### src/hdl/kmp_pkg.sv
// kmp_pkg: shared types, sizes and codes for the kmp stream matcher
// used by kmp_ctrl, kmp_dpath and kmp_stream_matcher; no dependencies
package kmp_pkg;

	localparam int MAX_PATTERN   = 64;
	localparam int POSITION_BITS = 32;

	// index into the pattern store, and a length that can reach MAX_PATTERN
	localparam int IDX_W = $clog2(MAX_PATTERN);
	localparam int LEN_W = $clog2(MAX_PATTERN + 1);

	localparam int SYM_W    = 8;
	localparam int CMD_W    = 2;
	localparam int STAT_W   = 2;
	localparam int ENDPOS_W = 32;

	// stream word widths, padded to whole bytes
	localparam int S_DATA_W = ((CMD_W + SYM_W + 7) / 8) * 8;
	localparam int M_DATA_W = ((1 + ENDPOS_W + STAT_W + 7) / 8) * 8;

	typedef enum logic [CMD_W-1:0] {
		CMD_CLEAR   = 2'd0,
		CMD_APPEND  = 2'd1,
		CMD_RESTART = 2'd2,
		CMD_TEXT    = 2'd3
	} kmp_cmd_t;

	typedef enum logic [STAT_W-1:0] {
		ST_OK     = 2'd0,
		ST_FULL   = 2'd1,
		ST_NO_PAT = 2'd2,
		ST_SAT    = 2'd3
	} kmp_status_t;

	typedef enum logic {
		FSM_IDLE,
		FSM_RUN
	} kmp_fsm_t;

	// controller to datapath
	typedef struct packed {
		logic load;    // take the input word, start the first store read
		logic iter;    // one fallback step through the failure table
		logic commit;  // update state and capture the result word
	} kmp_ctl_t;

	// datapath to controller
	typedef struct packed {
		logic done;    // search has settled, result is ready to commit
	} kmp_stat_t;

endpackage

### src/hdl/kmp_ctrl.sv
// kmp_ctrl: controller state machine for the kmp stream matcher
// depends on kmp_pkg; drives kmp_dpath through kmp_ctl_t
module kmp_ctrl (
	input  logic               clk,
	input  logic               arst_n,
	input  logic               s_tvalid,
	output logic               s_tready,
	output logic               m_tvalid,
	input  logic               m_tready,
	input  kmp_pkg::kmp_stat_t stat,
	output kmp_pkg::kmp_ctl_t  ctl
);
	import kmp_pkg::*;

	kmp_fsm_t state_q, state_d;
	logic     out_valid_q;
	logic     out_free;

	assign out_free = !out_valid_q || m_tready;
	assign m_tvalid = out_valid_q;

	always_ff @(posedge clk or negedge arst_n) begin
		if (!arst_n) begin
			state_q     <= FSM_IDLE;
			out_valid_q <= 1'b0;
		end else begin
			state_q <= state_d;
			if (ctl.commit)
				out_valid_q <= 1'b1;
			else if (m_tready)
				out_valid_q <= 1'b0;
		end
	end

	always_comb begin
		state_d    = state_q;
		s_tready   = 1'b0;
		ctl        = '0;
		case (state_q)
			FSM_IDLE: begin
				s_tready = 1'b1;
				if (s_tvalid) begin
					ctl.load = 1'b1;
					state_d  = FSM_RUN;
				end
			end
			FSM_RUN: begin
				if (!stat.done) begin
					ctl.iter = 1'b1;
				end else if (out_free) begin
					ctl.commit = 1'b1;
					state_d    = FSM_IDLE;
				end
			end
			default: begin
				state_d = FSM_IDLE;
			end
		endcase
	end

endmodule

### src/hdl/kmp_dpath.sv
// kmp_dpath: pattern store, failure table, match state and result register
// depends on kmp_pkg; sequenced by kmp_ctrl
module kmp_dpath (
	input  logic                         clk,
	input  logic                         arst_n,
	input  kmp_pkg::kmp_ctl_t            ctl,
	output kmp_pkg::kmp_stat_t           stat,
	input  kmp_pkg::kmp_cmd_t            in_cmd,
	input  logic [kmp_pkg::SYM_W-1:0]    in_sym,
	output logic                         match_found,
	output logic [kmp_pkg::ENDPOS_W-1:0] end_position,
	output kmp_pkg::kmp_status_t         status
);
	import kmp_pkg::*;

	// memories, no reset: only entries below the pattern length are read
	logic [SYM_W-1:0] pat_mem  [MAX_PATTERN];
	logic [IDX_W-1:0] fail_mem [MAX_PATTERN];
	logic [SYM_W-1:0] pat_rd_q;
	logic [IDX_W-1:0] fail_rd_q;

	// architectural state
	logic [LEN_W-1:0]         pat_len_q;
	logic [IDX_W-1:0]         pre_len_q;
	logic [LEN_W-1:0]         mat_len_q;
	logic [POSITION_BITS-1:0] pos_q;

	// item being worked on
	kmp_cmd_t         cmd_q;
	logic [SYM_W-1:0] sym_q;
	logic [LEN_W-1:0] j_q;

	// result word
	logic                found_q;
	logic [ENDPOS_W-1:0] endpos_q;
	kmp_status_t         status_q;

	logic                     full, sat, searching, step_more;
	logic [LEN_W-1:0]         start_j, next_j, rd_j, final_j;
	logic [IDX_W-1:0]         rd_idx, wr_idx;
	logic                     wr_en;
	logic [LEN_W-1:0]         pat_len_d, mat_len_d;
	logic [IDX_W-1:0]         pre_len_d;
	logic [POSITION_BITS-1:0] pos_d;
	logic                     found_d;
	kmp_status_t              status_d;

	assign full = (pat_len_q == LEN_W'(MAX_PATTERN));
	assign sat  = &pos_q;

	assign searching = ((cmd_q == CMD_APPEND) && !full && (pat_len_q != '0))
	                || ((cmd_q == CMD_TEXT) && (pat_len_q != '0) && !sat);

	// fall back while the current prefix cannot be extended
	assign step_more = searching && (j_q != '0) && (pat_rd_q != sym_q);
	assign stat.done = !step_more;
	assign next_j    = LEN_W'(fail_rd_q);
	assign final_j   = (pat_rd_q == sym_q) ? j_q + LEN_W'(1) : j_q;

	assign start_j = (in_cmd == CMD_APPEND) ? LEN_W'(pre_len_q) : mat_len_q;

	always_comb begin
		if (ctl.load)
			rd_j = start_j;
		else if (ctl.iter)
			rd_j = next_j;
		else
			rd_j = j_q;
	end
	assign rd_idx = rd_j[IDX_W-1:0];
	assign wr_idx = pat_len_q[IDX_W-1:0];

	// state update for the commit
	always_comb begin
		pat_len_d = pat_len_q;
		pre_len_d = pre_len_q;
		mat_len_d = mat_len_q;
		pos_d     = pos_q;
		found_d   = 1'b0;
		status_d  = ST_OK;
		wr_en     = 1'b0;
		case (cmd_q)
			CMD_CLEAR: begin
				pat_len_d = '0;
				pre_len_d = '0;
				mat_len_d = '0;
			end
			CMD_APPEND: begin
				if (full) begin
					status_d = ST_FULL;
				end else begin
					wr_en     = 1'b1;
					pat_len_d = pat_len_q + LEN_W'(1);
					if (pat_len_q == '0)
						pre_len_d = '0;
					else
						pre_len_d = final_j[IDX_W-1:0];
				end
			end
			CMD_RESTART: begin
				mat_len_d = '0;
				pos_d     = '0;
			end
			CMD_TEXT: begin
				if (pat_len_q == '0) begin
					status_d = ST_NO_PAT;
				end else if (sat) begin
					status_d = ST_SAT;
				end else begin
					pos_d = pos_q + POSITION_BITS'(1);
					if (final_j >= pat_len_q) begin
						// overlapping matches: resume from the last failure entry
						found_d   = 1'b1;
						mat_len_d = LEN_W'(pre_len_q);
					end else begin
						mat_len_d = final_j;
					end
				end
			end
			default: begin
				status_d = ST_OK;
			end
		endcase
	end

	always_ff @(posedge clk) begin
		pat_rd_q  <= pat_mem[rd_idx];
		fail_rd_q <= fail_mem[rd_idx - IDX_W'(1)];
		if (ctl.commit && wr_en) begin
			pat_mem[wr_idx]  <= sym_q;
			fail_mem[wr_idx] <= pre_len_d;
		end
	end

	always_ff @(posedge clk) begin
		if (ctl.load) begin
			cmd_q <= in_cmd;
			sym_q <= in_sym;
		end
		if (ctl.load || ctl.iter)
			j_q <= rd_j;
		if (ctl.commit) begin
			found_q  <= found_d;
			endpos_q <= ENDPOS_W'(pos_d);
			status_q <= status_d;
		end
	end

	always_ff @(posedge clk or negedge arst_n) begin
		if (!arst_n) begin
			pat_len_q <= '0;
			pre_len_q <= '0;
			mat_len_q <= '0;
			pos_q     <= '0;
		end else if (ctl.commit) begin
			pat_len_q <= pat_len_d;
			pre_len_q <= pre_len_d;
			mat_len_q <= mat_len_d;
			pos_q     <= pos_d;
		end
	end

	assign match_found  = found_q;
	assign end_position = endpos_q;
	assign status       = status_q;

endmodule

### src/hdl/kmp_stream_matcher.sv
// kmp_stream_matcher: top level of the knuth-morris-pratt byte stream matcher
// depends on kmp_pkg, kmp_ctrl and kmp_dpath
//
// channel  dir  word bits                                    handshake
// s_*      in   [1:0] command, [9:2] symbol                  s_tvalid / s_tready
// m_*      out  [0] match_found, [32:1] end_position,        m_tvalid / m_tready
//               [34:33] status
//
// every word is accepted, then takes one fallback step through the failure
// table per mismatch before it is evaluated and committed; the fallback loop is
// bound by the registered read of the pattern store and failure table
// a word is accepted only while the controller is idle; one result word
// is produced per input word and held in the output register until taken
// a held result stalls the commit of the next word, not its acceptance
// reset clears lengths and text position; the stores need no clearing pass
module kmp_stream_matcher (
	input  logic                         clk,
	input  logic                         arst_n,
	input  logic                         s_tvalid,
	output logic                         s_tready,
	input  logic [kmp_pkg::S_DATA_W-1:0] s_tdata,   // command, symbol, zero pad
	output logic                         m_tvalid,
	input  logic                         m_tready,
	output logic [kmp_pkg::M_DATA_W-1:0] m_tdata    // match_found, end_position,
	                                                // status, zero pad
);
	import kmp_pkg::*;

	kmp_ctl_t            ctl;
	kmp_stat_t           stat;
	logic                match_found;
	logic [ENDPOS_W-1:0] end_position;
	kmp_status_t         status;

	kmp_ctrl u_ctrl (
		.clk      (clk),
		.arst_n   (arst_n),
		.s_tvalid (s_tvalid),
		.s_tready (s_tready),
		.m_tvalid (m_tvalid),
		.m_tready (m_tready),
		.stat     (stat),
		.ctl      (ctl)
	);

	kmp_dpath u_dpath (
		.clk          (clk),
		.arst_n       (arst_n),
		.ctl          (ctl),
		.stat         (stat),
		.in_cmd       (kmp_cmd_t'(s_tdata[CMD_W-1:0])),
		.in_sym       (s_tdata[CMD_W+SYM_W-1:CMD_W]),
		.match_found  (match_found),
		.end_position (end_position),
		.status       (status)
	);

	// pack the result word, lowest field first
	assign m_tdata = M_DATA_W'({status, end_position, match_found});

endmodule
### config.mk
export PLATFORM = sky130hd
export DESIGN_NAME = kmp_stream_matcher
export DESIGN_NICKNAME = d
export VERILOG_FILES = /design/src/hdl/kmp_pkg.sv /design/src/hdl/kmp_ctrl.sv /design/src/hdl/kmp_dpath.sv /design/src/hdl/kmp_stream_matcher.sv
export SDC_FILE = /design/constraint.sdc
export NUM_CORES = 1
export LEC_CHECK = 0
export ABC_AREA = 1
export BUFFER_PORTS_ARGS = -buffer_cell sky130_fd_sc_hd__clkbuf_2
export CORE_MARGIN = 1.5
export CORE_UTILIZATION = 25
export DETAILED_ROUTE_END_ITERATION = 6
export PLACE_DENSITY = 0.35
export SYNTH_ARGS = -nofsm -noshare
export SYNTH_HDL_FRONTEND = slang
export SYNTH_SLANG_ARGS = --single-unit
### constraint.sdc
create_clock -name clk -period 6.8 [get_ports clk]
set_input_delay 0.34 -clock clk [delete_from_list [all_inputs] [get_ports clk]]
set_output_delay 0.34 -clock clk [all_outputs]
set_load 0.01 [all_outputs]
==> metrics.md, run 1 <==
| Metric | Value |
|---|---|
| CP endpoint | u_dpath.fail_rd_q[3] |
| Hold Path Class | input pin to flop |
| Vias per inst | ~4.4 |
| Ys async rst share | roughly 5.3% |
| Reg2Reg Launch Point | u_dpath.pat_len_q[1] |
| P_leak | 20.0 nW |
| Dpl cells | about 6500 |
| PD cells | between 500 and 600 mW/mm^2 |
| CP Launch Type | flop |
| Fmax achieved | between 0.15 and 0.2 GHz |
| GRT Util Overall | between 10% and 20% |
| Layout net count | 4311 |
| Fin Setup TNS | 0 ns |
| Clock buffer depth | 3 |
| Simple-Gate Fraction of Synth Area | between 20 and 25% |
| Global route total overflow | 0 |
| Cts bufs inserted | 130 |
| Avg Cell Area, Syn | between 10 and 15 sq um |
| Peak supply drop | 0.814 mV |
| CTS tree | done |
| Post-Synthesis Cells | around 4200 |
| Drt wl/cell | ~22 um |
| Crit Path Class | flop to flop |
| Global-route wire length before repair | 209000 um |
| Reg2reg path depth | 20 |
| Die Area | 0.179 sq mm |
| Fin cells | 6700 |
| Netlist cell types | 51 |
| Die Wd | between 400 and 500 um |
| Worst-Margin Slew | between 1 and 1.5 ns |
| Synth Area in Adders | less than 1% |
| Die H | 423 um |
| Fin crit period | 5.12 ns |
| Period utilisation layout | 75.2% |
| Maxcap violations | 0 |
| Initial DRC count | around 2300 |
| Initial antenna violation count | 2 |
| FF+latch count, synth | ~1000 |
| FILL cells | approximately 18000 |
| Synthesized cell area | 0.0441 sq mm |
| Finished Core Util | between 20% and 30% |
| DP Wirelength | between 80000 and 90000 um |
| CTS Sinks | 1016 |
| Ys flop type | edfxtp_1 |
| Compound-Gate Fraction of Synth Area | between 2 and 2.5% |
| Register area share after synthesis | roughly two thirds |
| R2r setup slk | roughly 1.7 ns |
| Final GP Congestion | a little under 0.8 |
| Total Wirelength | around 140000 um |
| Vias | 29600 |
| I/O pin cnt | 62 |
| Yosys warns | 0 |
| Core ar. | 0.174 sq mm |
| Slew Limit Fails | 0 |
| Mux share of post-synthesis cell area | 0% |
| Worst setup EP type | flop |
| Routed Antenna Nets | 0 |
| Htree depth | 4 |
| Initial Util | 25.3% |
| Drt first pass iters | 5 |
| Largest net degree at the start of global routing | ~120 |
| Crit path max fanout | approximately 90 |
| Clock transition at path regs | 0.06 ns |
| WP data required | 7.49 ns |
| Row cnt | about 150 |
| Largest family of logic cells by synthesized area | simple AND/OR/NAND/NOR gates |
| Vias in the first global route | 28900 |
| Reg2reg end | u_dpath.fail_rd_q[3] |
| Top cells by area, synth | edfxtp_1 65%, nand2_1 11%, nand3_1 7.3% |
| Max-slew headroom | between 20 and 30% |
| Synth Area in XOR/XNOR | less than 1% |
| Post-synth EDFFs | between 900 and 1000 |
| CTS root buf | clkbuf_16 |
| Layout cell share with drive strength beyond 1 | 9.51% |
| RSZ-0062 raised after global routing | false |
| Quantity of I/O buffers inserted on ports | 50 |
| Hold Fails Final Rpt | 0 |
| Clock Latency Late Sink | 0.75 ns |
| Clock skew | approximately 0.024 ns |
| CP startpoint | u_dpath.pat_len_q[1] |
| Endpoints failing setup | 0 |
| Post-CTS Setup Bufs | 0 |
| CP arrival | between 5 and 6 ns |
| DRC Markers | 0 |
| Status | finished, final reports clean |
| Post-cts sizing count | 0 |
| Synth-to-Final Area Change | 16.9% |
| Yosys top cell by area | edfxtp_1 |
| Post-synth top area share | between 60% and 70% |
| Post-CTS Hold Buffers | 13 |
| Overall Power | between 0.02 and 0.03 W |
==> sequential cells by signal, indices dropped and copies added (netlist names), 6 cells and up <==
name / flops
u_dpath.end_position: 32
u_dpath.pat_mem: 512
u_dpath.fail_mem: 384
u_dpath.fail_rd_q: 6
u_dpath.pat_len_q: 7
u_dpath.mat_len_q: 7
u_dpath.sym_q: 8
u_dpath.pre_len_q: 6
u_dpath.j_q: 7
u_dpath.pos_q: 32
u_dpath.pat_rd_q: 8
==> how the worst min path moves through the flow <==
stage | slack, ns | startpoint | to | depth (start not counted)
2_1_floorplan | 0.04 | arst_n | u_ctrl.m_tvalid | 0
3_3_place_gp | 0.47 | u_dpath.mat_len_q[1] | u_dpath.mat_len_q[1] | 2
3_5_place_dp | 0.47 | u_dpath.mat_len_q[2] | u_dpath.mat_len_q[2] | 2
4_1_cts | 0.25 | s_tdata[2] | u_dpath.sym_q[0] | 2
5_1_grt | 0.27 | s_tdata[9] | u_dpath.sym_q[7] | 2
6_report | 0.31 | s_tdata[9] | u_dpath.sym_q[7] | 2
==> placed cells by master, fill, tap and decap left out, types with 13 or more instances in the layout <==
master and count:
buf_4 126, nand3_1 645, edfxtp_1 948, clkinv_1 32
clkbuf_16 131, nand2_1 1272, clkbuf_2 50, a21oi_1 87
nor3_1 17, dlygate4sd3_1 13, dfxtp_1 14, clkbuf_1 44
inv_1 464, o21ai_0 42, dfrtp_1 54, nor2_1 141
nand4_1 118
==> critical path: stages (launching register included) <==
cell and delay, ns:
dfrtp_1 0.59, clkinv_1 0.40, ha_1 0.30, inv_1 0.05, nor2_1 0.04, nand2_1 0.13, nor2_4 0.06, clkinv_1 0.08
nand3_2 0.13, nand2_4 0.17, nand3_4 0.12, nand3_4 0.35, clkinv_1 0.20, nor2_4 0.25, buf_12 0.38, nand3_1 0.15
nand2_2 0.71, nand3_1 0.34, nand3_1 0.21, nand3_1 0.19, nand2_1 0.11
==> logic make-up (layout without fill, tap and decap cells) <==
group           Yosys count  in the layout
compound gates          172            172
xor+xnor                 10             10
fa+ha+maj                13             13
buf+inv                 703            909
flops                  1016           1016
other cells               1              6
simple gates           2249           2249
==> power by group <==
group	leakage [nW]	switching [W]	internal [W]	total (W)
combinational	8.61	0.00904	0.00291	0.0119
sequential	9.52	0.000208	0.00756	0.00777
clock	1.88	0.00269	0.00372	0.00641
==> final cells by class <==
class | instances | area, sq um | share of cell area, %
tap | 2325 | 2910 | 5.65
clock inverter | 48 | 359 | 0.697
sequential | 1016 | 30100 | 58.4
antenna | 1 | 2.50 | 0.00486
timing repair buffer | 201 | 1570 | 3.04
inverter | 480 | 1810 | 3.50
multi-input combinational | 2449 | 11300 | 21.9
clock buffer | 180 | 3510 | 6.82
==> synthesized netlist by cell type (3+ instances only) <==
cell          n
clkbuf_1     75
dfrtp_1      54
nor4_1       10
nor3_2        3
o211ai_1      5
nor3_1       18
nor2_1      143
a21oi_1      87
xor2_1        7
dfxtp_1      14
a32o_1        5
nor2_4        5
nand3_2       6
edfxtp_1    948
buf_1         8
ha_1         13
o21ai_0      47
nand2_2       7
nor2_2        7
buf_4        31
inv_2         7
o22ai_1       8
nand2_1    1274
o2111ai_1     3
clkinv_1      8
a211oi_1      3
inv_1       465
nand4_1     118
buf_2       108
nor3b_1       3
nand3_1     645
nand2_4       3
==> layer usage <==
layer  part of all wire [%]  vias to the layer above  track usage (%)
li1                       -                    14300                -
met1                     49                    14600             23.0
met2                     45                      547             24.8
met3                    3.9                      187             2.46
met4                    2.5                        0             4.69
met5                      0                        -                0
==> stage by stage <==
step	hold WS (ns)	worst slack [ns]	cell area, sq um
2_1_floorplan	0.0444	1.86	44100
3_3_place_gp	0.467	1.59	47500
3_5_place_dp	0.469	1.59	47500
4_1_cts	0.246	1.58	51500
5_1_grt	0.271	1.20	51500
6_report	0.310	1.68	51500
(Power assumes the default switching activity.)
==> inputs of run 2 (changes only) <==
- clock period: 6.8 -> 5.1 ns (I/O delays scaled with it)
==> metrics.md, run 2 (synthesis results as in run 1) <==
| Metric | Value |
|---|---|
| Hold Path Class | input pin to async pin |
| DRC Markers | 0 |
| Clock skew | between 0.04 and 0.05 ns |
| Reg2Reg Launch Point | u_dpath.sym_q[3] |
| Global route total overflow | 0 |
| Slew Limit Fails | 0 |
| Htree depth | 3 |
| Endpoints failing setup | 0 |
| Crit-path cells | inv_1, nand2_1, nand2_1, nor2_1, nand2_1, nor2_1, nor2_1, nand3_4, inv_2, nand2_2, nand3_4, nor2_4, nand3_1, nand2_2, nand3_1, nand3_1, nand3_1, nand2_1 |
| Quantity of I/O buffers inserted on ports | 50 |
| Die Area | 0.179 sq mm |
| Fin crit period | 4.48 ns |
| GRT Util Overall | between 10% and 20% |
| Clock buffer depth | 3 |
| Core ar. | about 0.17 sq mm |
| Post-cts sizing count | 0 |
| DP Wirelength | between 80000 and 90000 um |
| Cts bufs inserted | ~120 |
| Dpl cells | 6475 |
| Drt first pass iters | 5 |
| Highest cell delay on the worst timing path | approximately 0.63 ns |
| FF+latch area | about 0.03 sq mm |
| RSZ-0062 raised after global routing | false |
| Initial antenna violation count | 6 |
| Maxcap violations | 0 |
| Status | finished, final reports clean |
| PD cells | 682 mW/mm^2 |
| P_leak | about 20 nW |
| CP arrival | around 5 ns |
| Initial DRC count | approximately 2600 |
| Critical-path top delay cell | nand2_2 |
| Reg2reg path depth | 18 |
| Routed Antenna Nets | 0 |
| Commonest non-fill, non-tap cells in the layout | 1272 x nand2_1, 948 x edfxtp_1, 645 x nand3_1, 464 x inv_1, 141 x nor2_1 |
| Layout net count | roughly 4300 |
| Regs by FF count | u_dpath.pat_mem: 512 flops, u_dpath.fail_mem: 384 flops |
| Psw | 0.0162 W |
| Vias in the first global route | 29200 |
| Peak supply drop | ~0.7 mV |
| Vias | roughly 30000 |
| CTS tree | done |
| Hold Fails Final Rpt | 0 |
| I/O pin cnt | between 60 and 70 |
| Net Sw Frac | roughly 46% |
| R2r setup slk | approximately 0.62 ns |
| Fin cells | approximately 6700 |
| Fin Setup TNS | 0 ns |
| Initial Util | 25.3% |
| CTS Sinks | about 1000 |
| Crit Path Class | flop to flop |
| Worst-Margin Slew | 1.06 ns |
| Layout cell share with drive strength beyond 1 | under 10% |
| Final GP Congestion | between 0.7 and 0.8 |
| FILL cells | about 18000 |
| CTS root buf | clkbuf_16 |
| Die H | around 420 um |
| CP Launch Type | flop |
| Max reg flops | approximately 510 |
| Vias per inst | 4.47 |
| Clock Latency Late Sink | 0.75 ns |
| Die Wd | roughly 420 um |
| Clk network pwr share | between 20% and 30% |
| Clock transition at path regs | roughly 0.060 ns |
| Pint | ~0.019 W |
| Total Wirelength | 149000 um |
| Reg2reg end | u_dpath.fail_rd_q[1] |
| Comb pwr share | between 40% and 50% |
| Multi-input logic area | 0.0113 sq mm |
| WP data required | about 5.8 ns |
| Row cnt | approximately 150 |
| Drt wl/cell | about 22 um |
| Largest net degree at the start of global routing | 101 |
| Fmax achieved | between 0.2 and 0.25 GHz |
| Share of power burned in registers | slightly below 30% |
| Max-slew headroom | approximately 30% |
| Period utilisation layout | between 80% and 90% |
| Synth-to-Final Area Change | 17.2% |
| Most common cell after layout, fill and taps aside | nand2_1 |
| Largest Register | u_dpath.pat_mem |
| Global-route wire length before repair | 217000 um |
| Crit path max fanout | 24 |
| Worst setup EP type | flop |
run 2: through the flow:
step	util, %	power, W	instance area, sq um	setup WS (ns)	hold slack [ns]
final	29.6	0.0352	51600	0.620	0.218
after global routing	29.6	0.0373	51600	0.376	0.229
after CTS	29.6	0.0358	51600	0.606	0.212
after detailed placement	27.4	0.0273	47700	0.660	0.472
after global placement	27.4	0.0274	47700	0.606	0.465
after floorplan	-	0.0198	44100	0.161	-0.0406
run 2: power by group through the flow:
stage	logic [W]	clock network [W]	registers, W
after floorplan	0.00922	0	0.0106
after global placement	0.0169	0	0.0105
after detailed placement	0.0169	0	0.0105
after CTS	0.0169	0.00861	0.0103
after global routing	0.0181	0.00888	0.0104
final	0.0166	0.00834	0.0103
run 2: metal layers:
layer / track usage, % / vias up / wire length (um)
met5: 0 / - / 0
li1: - / 14300 / -
met2: 26.1 / 544 / 67800
met1: 24.2 / 15000 / 73200
met4: 3.62 / 0 / 2970
met3: 2.13 / 155 / 5330
run 2: worst max-delay path by stage:
stage	startpoint	endpoint	depth (start not counted)
2_1_floorplan	u_dpath.pat_len_q[0]	u_dpath.fail_mem[0][1]	12
3_3_place_gp	u_dpath.sym_q[3]	u_dpath.fail_rd_q[2]	19
3_5_place_dp	u_dpath.sym_q[3]	u_dpath.fail_rd_q[5]	19
4_1_cts	u_dpath.sym_q[3]	u_dpath.fail_rd_q[5]	18
5_1_grt	u_dpath.sym_q[3]	u_dpath.fail_rd_q[5]	18
6_report	u_dpath.sym_q[3]	u_dpath.fail_rd_q[1]	18
run 2: cell type report:
type                       instances  area share (%)
sequential                      1016            58.3
multi-input combinational       2449            21.8
clock buffer                     156            6.20
tap                             2325            5.63
timing repair buffer             218            3.50
inverter                         480            3.50
clock inverter                    62            1.07
antenna                            3          0.0145
run 2: critical path, delay by kind of cell, from the launching register on:
family        cells  cell delay, ns
buf+inv           2            0.15
simple gates     16            3.66
flops             1            0.56
run 2: what timing repair did:
action,CTS,global route
setup endpoints to repair,0,0
buffers inserted,0,0
endpoints found under the hold margin,68,0
hold buffers,13,0
